`src/hdl/dshs_pkg.sv`:
```
// Package for the drive source handover supervisor.
// Holds the item structs, mode encoding, request codes and register indexes.
// No dependencies.
`timescale 1ns / 1ps

package dshs_pkg;

  localparam int unsigned COUNT_WIDTH_DEF = 16;
  localparam int unsigned CFG_WIDTH       = 16;
  localparam int unsigned CFG_IDX_WIDTH   = 3;
  localparam logic [CFG_WIDTH-1:0] CFG_RESET_VAL = 16'd100;

  // configuration register indexes
  localparam logic [CFG_IDX_WIDTH-1:0] CFG_CR_ENGAGE_LIMIT  = 3'd0;
  localparam logic [CFG_IDX_WIDTH-1:0] CFG_PL_ENGAGE_LIMIT  = 3'd1;
  localparam logic [CFG_IDX_WIDTH-1:0] CFG_ES_CONFIRM_LIMIT = 3'd2;
  localparam logic [CFG_IDX_WIDTH-1:0] CFG_CR_RELEASE_TICKS = 3'd3;
  localparam logic [CFG_IDX_WIDTH-1:0] CFG_PL_RELEASE_TICKS = 3'd4;
  localparam logic [CFG_IDX_WIDTH-1:0] CFG_ES_RELEASE_TICKS = 3'd5;

  // operator select
  localparam logic [1:0] SEL_NONE    = 2'd0;
  localparam logic [1:0] SEL_JOY     = 2'd1;
  localparam logic [1:0] SEL_CRUISE  = 2'd2;
  localparam logic [1:0] SEL_PLANNER = 2'd3;

  // engage requests
  localparam logic [1:0] REQ_NONE      = 2'd0;
  localparam logic [1:0] REQ_ENGAGE    = 2'd1;
  localparam logic [1:0] REQ_DISENGAGE = 2'd2;

  // base estop command
  localparam logic [1:0] ES_NONE  = 2'd0;
  localparam logic [1:0] ES_SET   = 2'd1;
  localparam logic [1:0] ES_RESET = 2'd2;

  // controller status
  localparam logic [1:0] ST_JOY    = 2'd0;
  localparam logic [1:0] ST_CR     = 2'd1;
  localparam logic [1:0] ST_PL     = 2'd2;
  localparam logic [1:0] ST_ESTOP  = 2'd3;

  // valid_bits positions
  localparam int unsigned VB_JOY     = 0;
  localparam int unsigned VB_CRUISE  = 1;
  localparam int unsigned VB_PLANNER = 2;
  localparam int unsigned VB_ESTOP   = 3;

  typedef enum logic [3:0] {
    MODE_JOY       = 4'd0,
    MODE_JOY2CR    = 4'd1,
    MODE_CR        = 4'd2,
    MODE_CR2JOY    = 4'd3,
    MODE_JOY2PL    = 4'd4,
    MODE_PL        = 4'd5,
    MODE_PL2JOY    = 4'd6,
    MODE_2ESTOP    = 4'd7,
    MODE_ESTOP     = 4'd8,
    MODE_ESTOP2JOY = 4'd9
  } mode_t;

  typedef struct packed {
    logic [63:0] joy_command;
    logic [63:0] cruise_command;
    logic [63:0] planner_command;
    logic [3:0]  valid_bits;
    logic        teleop_estop_set;
    logic        monitor_estop_set;
    logic [1:0]  operator_select;
    logic        override_active;
    logic        cruise_engaged;
    logic        planner_engaged;
    logic        base_in_estop;
  } in_item_t;

  typedef struct packed {
    logic [63:0] drive_command;
    logic        drive_valid;
    logic [1:0]  base_estop_out;
    logic        base_estop_valid;
    logic [1:0]  cruise_request;
    logic [1:0]  planner_request;
    logic [1:0]  source_status;
  } out_item_t;

  typedef struct packed {
    logic [CFG_WIDTH-1:0] cr_engage_limit;
    logic [CFG_WIDTH-1:0] pl_engage_limit;
    logic [CFG_WIDTH-1:0] es_confirm_limit;
    logic [CFG_WIDTH-1:0] cr_release_ticks;
    logic [CFG_WIDTH-1:0] pl_release_ticks;
    logic [CFG_WIDTH-1:0] es_release_ticks;
  } cfg_regs_t;

endpackage

```
`src/hdl/dshs_ctrl.sv`:
```
// Per-tick mode update of the handover supervisor: next mode, wait counters
// and the result item. Pure combinational logic. Depends on dshs_pkg.
`timescale 1ns / 1ps

module dshs_ctrl #(
  parameter int unsigned COUNT_WIDTH = dshs_pkg::COUNT_WIDTH_DEF
) (
  input  dshs_pkg::in_item_t        item,
  input  dshs_pkg::cfg_regs_t       cfg,
  input  dshs_pkg::mode_t           mode,
  input  logic [COUNT_WIDTH-1:0]    cr_eng_cnt,
  input  logic [COUNT_WIDTH-1:0]    pl_eng_cnt,
  input  logic [COUNT_WIDTH-1:0]    es_cnf_cnt,
  input  logic [COUNT_WIDTH-1:0]    cr_rel_cnt,
  input  logic [COUNT_WIDTH-1:0]    pl_rel_cnt,
  input  logic [COUNT_WIDTH-1:0]    es_rel_cnt,
  output dshs_pkg::mode_t           mode_nxt,
  output logic [COUNT_WIDTH-1:0]    cr_eng_cnt_nxt,
  output logic [COUNT_WIDTH-1:0]    pl_eng_cnt_nxt,
  output logic [COUNT_WIDTH-1:0]    es_cnf_cnt_nxt,
  output logic [COUNT_WIDTH-1:0]    cr_rel_cnt_nxt,
  output logic [COUNT_WIDTH-1:0]    pl_rel_cnt_nxt,
  output logic [COUNT_WIDTH-1:0]    es_rel_cnt_nxt,
  output dshs_pkg::out_item_t       result
);
  import dshs_pkg::*;

  localparam int unsigned CMP_W = (COUNT_WIDTH > CFG_WIDTH) ? COUNT_WIDTH : CFG_WIDTH;
  localparam logic [COUNT_WIDTH-1:0] CNT_ONE = {{(COUNT_WIDTH-1){1'b0}}, 1'b1};

  // limit reached, or counter saturated
  function automatic logic reached(input logic [COUNT_WIDTH-1:0] cnt,
                                   input logic [CFG_WIDTH-1:0] lim);
    logic [CMP_W-1:0] c_ext;
    logic [CMP_W-1:0] l_ext;
    c_ext = CMP_W'(cnt);
    l_ext = CMP_W'(lim);
    return (c_ext >= l_ext) || (&cnt);
  endfunction

  logic back;
  assign back = (item.operator_select == SEL_JOY) || item.override_active;

  always_comb begin
    mode_nxt       = mode;
    cr_eng_cnt_nxt = cr_eng_cnt;
    pl_eng_cnt_nxt = pl_eng_cnt;
    es_cnf_cnt_nxt = es_cnf_cnt;
    cr_rel_cnt_nxt = cr_rel_cnt;
    pl_rel_cnt_nxt = pl_rel_cnt;
    es_rel_cnt_nxt = es_rel_cnt;

    result.drive_command     = item.joy_command;
    result.drive_valid       = item.valid_bits[VB_JOY];
    result.base_estop_out    = ES_NONE;
    result.base_estop_valid  = item.valid_bits[VB_ESTOP];
    result.cruise_request    = REQ_NONE;
    result.planner_request   = REQ_NONE;
    result.source_status     = ST_JOY;

    unique case (mode)
      MODE_JOY: begin
        priority if (item.teleop_estop_set) begin
          mode_nxt = MODE_2ESTOP;
          result.base_estop_out = ES_SET;
        end else if (item.operator_select == SEL_CRUISE) begin
          mode_nxt = MODE_JOY2CR;
          result.cruise_request = REQ_ENGAGE;
        end else if (item.operator_select == SEL_PLANNER) begin
          mode_nxt = MODE_JOY2PL;
          result.planner_request = REQ_ENGAGE;
        end else begin
          mode_nxt = MODE_JOY;
        end
      end
      MODE_JOY2CR: begin
        priority if (item.cruise_engaged) begin
          mode_nxt = MODE_CR;
          result.drive_command     = item.cruise_command;
          result.drive_valid       = item.valid_bits[VB_CRUISE];
          result.source_status     = ST_CR;
          cr_eng_cnt_nxt = '0;
        end else if (reached(cr_eng_cnt, cfg.cr_engage_limit)) begin
          mode_nxt = MODE_CR2JOY;
          cr_eng_cnt_nxt = '0;
          result.cruise_request = REQ_DISENGAGE;
        end else begin
          cr_eng_cnt_nxt = cr_eng_cnt + CNT_ONE;
          result.cruise_request = REQ_ENGAGE;
        end
      end
      MODE_CR: begin
        priority if (back) begin
          mode_nxt = MODE_CR2JOY;
          result.cruise_request = REQ_DISENGAGE;
        end else if (item.teleop_estop_set) begin
          mode_nxt = MODE_2ESTOP;
          result.base_estop_out = ES_SET;
          result.cruise_request = REQ_DISENGAGE;
        end else begin
          result.drive_command     = item.cruise_command;
          result.drive_valid       = item.valid_bits[VB_CRUISE];
          result.source_status     = ST_CR;
        end
      end
      MODE_CR2JOY: begin
        if (reached(cr_rel_cnt, cfg.cr_release_ticks)) begin
          mode_nxt = MODE_JOY;
          cr_rel_cnt_nxt = '0;
        end else begin
          cr_rel_cnt_nxt = cr_rel_cnt + CNT_ONE;
          result.cruise_request = REQ_DISENGAGE;
        end
      end
      MODE_JOY2PL: begin
        priority if (item.planner_engaged) begin
          mode_nxt = MODE_PL;
          result.drive_command     = item.planner_command;
          result.drive_valid       = item.valid_bits[VB_PLANNER];
          result.source_status     = ST_PL;
          pl_eng_cnt_nxt = '0;
        end else if (reached(pl_eng_cnt, cfg.pl_engage_limit)) begin
          mode_nxt = MODE_PL2JOY;
          pl_eng_cnt_nxt = '0;
          result.planner_request = REQ_DISENGAGE;
        end else begin
          pl_eng_cnt_nxt = pl_eng_cnt + CNT_ONE;
          result.planner_request = REQ_ENGAGE;
        end
      end
      MODE_PL: begin
        priority if (back) begin
          mode_nxt = MODE_PL2JOY;
          result.planner_request = REQ_DISENGAGE;
        end else if (item.teleop_estop_set || item.monitor_estop_set) begin
          mode_nxt = MODE_2ESTOP;
          result.base_estop_out  = ES_SET;
          result.planner_request = REQ_DISENGAGE;
        end else begin
          result.drive_command     = item.planner_command;
          result.drive_valid       = item.valid_bits[VB_PLANNER];
          result.source_status     = ST_PL;
        end
      end
      MODE_PL2JOY: begin
        if (reached(pl_rel_cnt, cfg.pl_release_ticks)) begin
          mode_nxt = MODE_JOY;
          pl_rel_cnt_nxt = '0;
        end else begin
          pl_rel_cnt_nxt = pl_rel_cnt + CNT_ONE;
          result.planner_request = REQ_DISENGAGE;
        end
      end
      MODE_2ESTOP: begin
        priority if (item.base_in_estop) begin
          mode_nxt = MODE_ESTOP;
          result.source_status = ST_ESTOP;
          es_cnf_cnt_nxt = '0;
        end else if (reached(es_cnf_cnt, cfg.es_confirm_limit)) begin
          mode_nxt = MODE_ESTOP2JOY;
          es_cnf_cnt_nxt = '0;
          result.base_estop_out = ES_RESET;
        end else begin
          es_cnf_cnt_nxt = es_cnf_cnt + CNT_ONE;
          result.base_estop_out  = ES_SET;
          result.planner_request = REQ_DISENGAGE;
          result.cruise_request  = REQ_DISENGAGE;
        end
      end
      MODE_ESTOP: begin
        if (back) begin
          mode_nxt = MODE_ESTOP2JOY;
          result.base_estop_out = ES_RESET;
        end else begin
          result.source_status = ST_ESTOP;
        end
      end
      MODE_ESTOP2JOY: begin
        if (reached(es_rel_cnt, cfg.es_release_ticks)) begin
          mode_nxt = MODE_JOY;
          es_rel_cnt_nxt = '0;
        end else begin
          es_rel_cnt_nxt = es_rel_cnt + CNT_ONE;
          result.base_estop_out = ES_RESET;
        end
      end
      default: begin
        // unused mode codes: defaults, state held
        mode_nxt = mode;
      end
    endcase
  end

endmodule

```
`src/hdl/drive_source_handover_supervisor_top.sv`:
```
// Top level of the drive source handover supervisor: input register,
// configuration registers, state registers and result register.
// Depends on dshs_pkg and dshs_ctrl.
`timescale 1ns / 1ps

// The supervisor takes one item per control tick and returns exactly one
// result item for it. Each item is captured in an input register, where the
// mode update (dshs_ctrl) works on it; its result is loaded into the result
// register once that register is free, so a new item can be accepted on
// every cycle. One item per cycle is sustained as long as the result side
// does not stall; a stall on out_stall holds the result, and an item held
// in the input register raises in_stall. The mode register and
// the six wait counters change only when an item passes into the result
// register. Configuration writes (cfg_we, cfg_index, cfg_wdata) take effect
// on the next edge; indexes above five are ignored. All limits reset to 100.
module drive_source_handover_supervisor_top #(
  parameter int unsigned COUNT_WIDTH = dshs_pkg::COUNT_WIDTH_DEF
) (
  input  logic                                   clk,
  input  logic                                   rst_n,
  // input channel
  input  logic                                   in_valid,
  output logic                                   in_stall,
  input  dshs_pkg::in_item_t                     in_data,
  // result channel
  output logic                                   out_valid,
  input  logic                                   out_stall,
  output dshs_pkg::out_item_t                    out_data,
  // configuration
  input  logic                                   cfg_we,
  input  logic [dshs_pkg::CFG_IDX_WIDTH-1:0]     cfg_index,
  input  logic [dshs_pkg::CFG_WIDTH-1:0]         cfg_wdata
);
  import dshs_pkg::*;

  // input stage
  in_item_t  in_r;
  logic      in_valid_r;
  logic      in_valid_nxt;
  // result stage
  out_item_t out_r;
  logic      out_valid_r;
  // configuration
  cfg_regs_t cfg_r;
  // mode and wait counters
  mode_t                  mode_r, mode_nxt;
  logic [COUNT_WIDTH-1:0] cr_eng_cnt_r, cr_eng_cnt_nxt;
  logic [COUNT_WIDTH-1:0] pl_eng_cnt_r, pl_eng_cnt_nxt;
  logic [COUNT_WIDTH-1:0] es_cnf_cnt_r, es_cnf_cnt_nxt;
  logic [COUNT_WIDTH-1:0] cr_rel_cnt_r, cr_rel_cnt_nxt;
  logic [COUNT_WIDTH-1:0] pl_rel_cnt_r, pl_rel_cnt_nxt;
  logic [COUNT_WIDTH-1:0] es_rel_cnt_r, es_rel_cnt_nxt;
  out_item_t              result;

  logic out_free;   // result register can take a new item
  logic advance;    // held item moves into the result register
  logic in_accept;

  assign out_free  = !out_valid_r || !out_stall;
  assign advance   = in_valid_r && out_free;
  assign in_stall  = in_valid_r && !out_free;
  assign in_accept = in_valid && !in_stall;

  always_comb begin
    priority if (in_accept) begin
      in_valid_nxt = 1'b1;
    end else if (advance) begin
      in_valid_nxt = 1'b0;
    end else begin
      in_valid_nxt = in_valid_r;
    end
  end

  // input register
  always_ff @(posedge clk) begin
    if (!rst_n) begin
      in_valid_r <= 1'b0;
    end else begin
      in_valid_r <= in_valid_nxt;
    end
  end

  always_ff @(posedge clk) begin
    if (in_accept) begin
      in_r <= in_data;
    end
  end

  // configuration registers
  always_ff @(posedge clk) begin
    if (!rst_n) begin
      cfg_r.cr_engage_limit  <= CFG_RESET_VAL;
      cfg_r.pl_engage_limit  <= CFG_RESET_VAL;
      cfg_r.es_confirm_limit <= CFG_RESET_VAL;
      cfg_r.cr_release_ticks <= CFG_RESET_VAL;
      cfg_r.pl_release_ticks <= CFG_RESET_VAL;
      cfg_r.es_release_ticks <= CFG_RESET_VAL;
    end else if (cfg_we) begin
      unique case (cfg_index)
        CFG_CR_ENGAGE_LIMIT:  cfg_r.cr_engage_limit  <= cfg_wdata;
        CFG_PL_ENGAGE_LIMIT:  cfg_r.pl_engage_limit  <= cfg_wdata;
        CFG_ES_CONFIRM_LIMIT: cfg_r.es_confirm_limit <= cfg_wdata;
        CFG_CR_RELEASE_TICKS: cfg_r.cr_release_ticks <= cfg_wdata;
        CFG_PL_RELEASE_TICKS: cfg_r.pl_release_ticks <= cfg_wdata;
        CFG_ES_RELEASE_TICKS: cfg_r.es_release_ticks <= cfg_wdata;
        default: begin
        end
      endcase
    end
  end

  // per-tick mode update
  dshs_ctrl #(
    .COUNT_WIDTH (COUNT_WIDTH)
  ) u_ctrl (
    .item           (in_r),
    .cfg            (cfg_r),
    .mode           (mode_r),
    .cr_eng_cnt     (cr_eng_cnt_r),
    .pl_eng_cnt     (pl_eng_cnt_r),
    .es_cnf_cnt     (es_cnf_cnt_r),
    .cr_rel_cnt     (cr_rel_cnt_r),
    .pl_rel_cnt     (pl_rel_cnt_r),
    .es_rel_cnt     (es_rel_cnt_r),
    .mode_nxt       (mode_nxt),
    .cr_eng_cnt_nxt (cr_eng_cnt_nxt),
    .pl_eng_cnt_nxt (pl_eng_cnt_nxt),
    .es_cnf_cnt_nxt (es_cnf_cnt_nxt),
    .cr_rel_cnt_nxt (cr_rel_cnt_nxt),
    .pl_rel_cnt_nxt (pl_rel_cnt_nxt),
    .es_rel_cnt_nxt (es_rel_cnt_nxt),
    .result         (result)
  );

  // state commits only as the item leaves for the result register
  always_ff @(posedge clk) begin
    if (!rst_n) begin
      mode_r       <= MODE_JOY;
      cr_eng_cnt_r <= '0;
      pl_eng_cnt_r <= '0;
      es_cnf_cnt_r <= '0;
      cr_rel_cnt_r <= '0;
      pl_rel_cnt_r <= '0;
      es_rel_cnt_r <= '0;
    end else if (advance) begin
      mode_r       <= mode_nxt;
      cr_eng_cnt_r <= cr_eng_cnt_nxt;
      pl_eng_cnt_r <= pl_eng_cnt_nxt;
      es_cnf_cnt_r <= es_cnf_cnt_nxt;
      cr_rel_cnt_r <= cr_rel_cnt_nxt;
      pl_rel_cnt_r <= pl_rel_cnt_nxt;
      es_rel_cnt_r <= es_rel_cnt_nxt;
    end
  end

  // result register
  always_ff @(posedge clk) begin
    if (!rst_n) begin
      out_valid_r <= 1'b0;
    end else if (out_free) begin
      out_valid_r <= in_valid_r;
    end
  end

  always_ff @(posedge clk) begin
    if (advance) begin
      out_r <= result;
    end
  end

  assign out_valid = out_valid_r;
  assign out_data  = out_r;

  // a held item always reaches the result register when there is room
  a_advance_lands: assert property (@(posedge clk) disable iff (!rst_n)
    advance |=> out_valid_r)
    else $error("item lost between input and result register");

  // engage wait counter only runs while waiting for cruise engage
  a_cr_cnt_mode: assert property (@(posedge clk) disable iff (!rst_n)
    (cr_eng_cnt_r != '0) |-> (mode_r == MODE_JOY2CR))
    else $error("cruise engage counter live outside its wait state");

  // estop release counter only runs while releasing estop
  a_es_rel_mode: assert property (@(posedge clk) disable iff (!rst_n)
    (es_rel_cnt_r != '0) |-> (mode_r == MODE_ESTOP2JOY))
    else $error("estop release counter live outside its wait state");

  // while cruise drives, no cruise request is sent
  a_cr_quiet: assert property (@(posedge clk) disable iff (!rst_n)
    (out_valid_r && out_r.source_status == ST_CR) |->
      (out_r.cruise_request == REQ_NONE))
    else $error("cruise request while cruise in control");

endmodule

```
`config.mk`:
```
export PLATFORM = sky130hd
export DESIGN_NAME = drive_source_handover_supervisor_top
export DESIGN_NICKNAME = d
export VERILOG_FILES = /design/src/hdl/dshs_pkg.sv /design/src/hdl/dshs_ctrl.sv /design/src/hdl/drive_source_handover_supervisor_top.sv
export SDC_FILE = /design/constraint.sdc
export NUM_CORES = 1
export LEC_CHECK = 0
export BUFFER_PORTS_ARGS = -buffer_cell sky130_fd_sc_hd__buf_2
export CAP_MARGIN = 15
export CORE_ASPECT_RATIO = 0.75
export CORE_MARGIN = 8
export CORE_UTILIZATION = 45
export DETAILED_ROUTE_END_ITERATION = 16
export HOLD_SLACK_MARGIN = 0.06
export PLACE_DENSITY = 0.65
export SLEW_MARGIN = 20
export SYNTH_ARGS = -nofsm -noshare
export SYNTH_HDL_FRONTEND = slang
export SYNTH_SLANG_ARGS = --single-unit
```
`constraint.sdc`:
```
create_clock -name clk -period 12 [get_ports clk]
set_clock_uncertainty 0.05 [all_clocks]
set_input_delay 0 -clock clk [delete_from_list [all_inputs] [get_ports clk]]
set_output_delay 0 -clock clk [all_outputs]
set_load 0.03 [all_outputs]
```
==> results.py <==
metrics = {
    "clocking": {
        "cts_made_buffers": 48,
        "clkSinkCount": 476,
        "clk_path_buf_depth": 3,
        "cts_root_buf": "clkbuf_16",
        "clock_latency_ns": 0.57,
        "post-cts-setup-buffers": 0,
        "h-tree-depth": 2,
        "cts.clk_slew.worst_paths_ns": 0.07,
        "ctsHoldBuffers": 236,
        "cts_tree": "done",
        "cts_resized": 0,
    },
    "global_routing": {
        "track_usage": 0.214,
        "grt_max_degree": 205,
        "antenna_found_initial": 4,
        "grt_pass1_vias": 16422,
        "grt_pass1_wl_um": 92000,
        "overflow": 0,
    },
    "logic_synthesis": {
        "ys_top_cells_by_area": "edfxtp_1, dfxtp_1, ha_1, nand2_1, a21boi_0",
        "netlist_instances": 1865,
        "synth_top_family_by_area": "compound AO/OA/AOI/OAI gates",
        "synth_mux_area_frac": 0.00384,
        "synthTopCellsByCount": "edfxtp_1, nand2_1, dfxtp_1",
        "synth_top_area_cell": "edfxtp_1",
        "ys.flop_type": "edfxtp_1",
        "yosys.area_share.xor_xnor": 0.0185,
        "synthAdderAreaFrac": 0.0613,
        "seq_area_frac_synth": 0.591,
        "synthSimpleGateAreaFrac": 0.136,
        "synth_edf_count": 278,
        "synthArstFlopShare": 0,
        "synth_compound_area_frac": 0.155,
        "synth_top_area_frac": 0.401,
        "mappedNetlistArea_sq_um": 20800,
        "avgSynthCellArea_sq_um": 11.2,
        "synth_cell_types": 67,
        "synth_nets": 2195,
        "post-synth-top-count-cell": "edfxtp_1",
        "yosys_warnings": 0,
        "ys_ff_latch": 476,
    },
    "place": {
        "io_buffers": 303,
        "dp_hpwl_um": 38900,
        "place_area_sq_um": 22900,
        "place.gp.congestion": 0.863,
    },
    "timing": {
        "fmax_ghz": 0.298,
        "final-hold-violation-count": 0,
        "fin_crit_ns": 3.35,
        "tightest_slew_ns": 1.09,
        "slew_headroom": 0.274,
        "rsz0062_at_grt": "false",
        "fin_tns_setup_ns": 0,
        "slew_viol_final": 0,
        "finalSetupViolCount": 0,
        "hold_ws_ns": 0.0758,
        "timing.final.crit_share": 0.279,
    },
    "floorplan": {
        "die_area_sq_um": 53500,
        "die_y_um": 202,
        "fp.dieW_um": 264,
        "core_sq_um": 45900,
        "io-pin-count": 304,
        "initial_core_util": 0.454,
        "rows": 68,
    },
    "power_and_ir_drop": {
        "p_per_area_nw_per_um2": 138,
        "vdd_ir_drop_max_v": 0.000132,
        "leakage_nw": 10.7,
    },
    "final_layout": {
        "stdcell_area_sq_um": 26900,
        "postLayoutCoreUtil": 0.586,
        "syn_to_final_growth_pct": 29.1,
        "drive_above_1_share": 0.175,
        "nets": 2717,
    },
    "drt": {
        "vias": 16257,
        "drtIter0Drc": 1154,
        "postRouteAntennaNets": 0,
        "wirelength_um": 59500,
        "wl_per_cell_um": 19.6,
        "viasPerCell": 5.37,
        "drt_first_pass_iters": 7,
        "drc_errors": 0,
    },
    "min_path": {
        "worstHoldPathType": "in -> reg",
    },
    "worst_setup_path": {
        "arrival_ns": 3.81,
        "endpoint_kind": "flip-flop",
        "crit_path_start_kind": "flip-flop",
        "cp.required_ns": 12.46,
        "path_max_fanout": 25,
        "path_class": "reg -> reg",
    },
    "run": {
        "cap_viol_max_count": 0,
    },
    "outcome": {
        "status": "finished clean",
    },
}
[worst max-delay path: stages, from the launching register on]
cell and delay [ns]:
dfxtp_1 0.50, or2_2 0.46, nor3_1 0.25, o31ai_1 0.12, a211oi_2 0.49, nand3_1 0.77, o211ai_1 0.45, o211a_1 0.19
[path summary, 6_finish.rpt]
path,from,to,slack (ns),depth (start not counted)
max,mode_r[3],cr_eng_cnt_r[14],8.65,7
min reg2reg,in_r[11],out_data[6],0.40,0
min,in_data[107],in_r[107],0.08,2
max reg2reg,mode_r[3],cr_eng_cnt_r[14],8.65,7
[layout by cell type, fill, tap and decap left out, types with 11 or more instances in the layout]
cell / Yosys / routed
clkinv_2: 0 / 14
nand4_1: 30 / 30
ha_1: 102 / 102
a21boi_1: 11 / 11
nor3_1: 27 / 26
dfxtp_1: 198 / 198
and3_1: 22 / 22
o211ai_1: 30 / 30
clkbuf_16: 0 / 49
a21oi_1: 54 / 53
buf_2: 3 / 302
o221a_2: 15 / 15
xor2_1: 25 / 25
nand3_1: 44 / 44
a21o_1: 69 / 69
a22o_1: 65 / 65
nor2_1: 120 / 119
xnor2_1: 19 / 19
inv_1: 109 / 109
dlygate4sd3_1: 0 / 238
or3_1: 11 / 11
edfxtp_1: 278 / 278
nor2b_1: 19 / 18
o21ai_0: 34 / 34
nand2b_1: 13 / 12
and2_1: 16 / 16
nand2_1: 269 / 269
a21boi_0: 83 / 83
[registers in the layout, indices dropped and copies added, names as in the netlist, 4 cells and up]
register and count:
in_r 204, cfg_r 96, out_data 74, cr_eng_cnt_r 16, cr_rel_cnt_r 16, es_cnf_cnt_r 16
es_rel_cnt_r 16, pl_eng_cnt_r 16, pl_rel_cnt_r 16, mode_r 4
[routing by layer]
layer | vias to the layer above | GRT usage | routed length, um
met2 | 508 | 0.367 | 29100
met4 | 0 | 0.0857 | 2380
met5 | - | 0 | 0
li1 | 7799 | - | -
met1 | 7803 | 0.267 | 24600
met3 | 147 | 0.0353 | 3310
[logic make-up (layout without fill, tap and decap cells)]
group                    count (synthesis)  after routing
multiplexers                             8              8
AO/OA/AOI/OAI                          434            434
XOR/XNOR                                44             44
AND/OR/NAND/NOR                        611            611
adder cells (fa/ha/maj)                102            102
buffers and inverters                  190            752
other                                    0              5
flip-flops                             476            476
[through the flow]
step / power, mW / setup slack, ns / cells
6_report: 3.70 / 8.65 / 3027
5_1_grt: 3.83 / 8.38 / 3027
2_1_floorplan: 2.06 / 1.49 / 1865
3_3_place_gp: 2.17 / 8.86 / 2693
4_1_cts: 3.72 / 8.71 / 3019
3_5_place_dp: 2.17 / 8.74 / 2693
[report_power, final]
group	internal, mW	switching [mW]
clock network	0.825	0.661
logic	0.159	0.209
registers	1.81	0.0298
total	2.80	0.900
[final cells by class]
cell class	count	area [sq um]
well taps	595	744
diodes	5	12.5
clock buffers	60	1310
fillers	3670	19000
clock inverters	30	248
multi-input cells	1199	7840
repair buffers	552	4020
flip-flops and latches	476	12300
inverters	110	414
No activity file was read; power rests on OpenSTA's default activity.
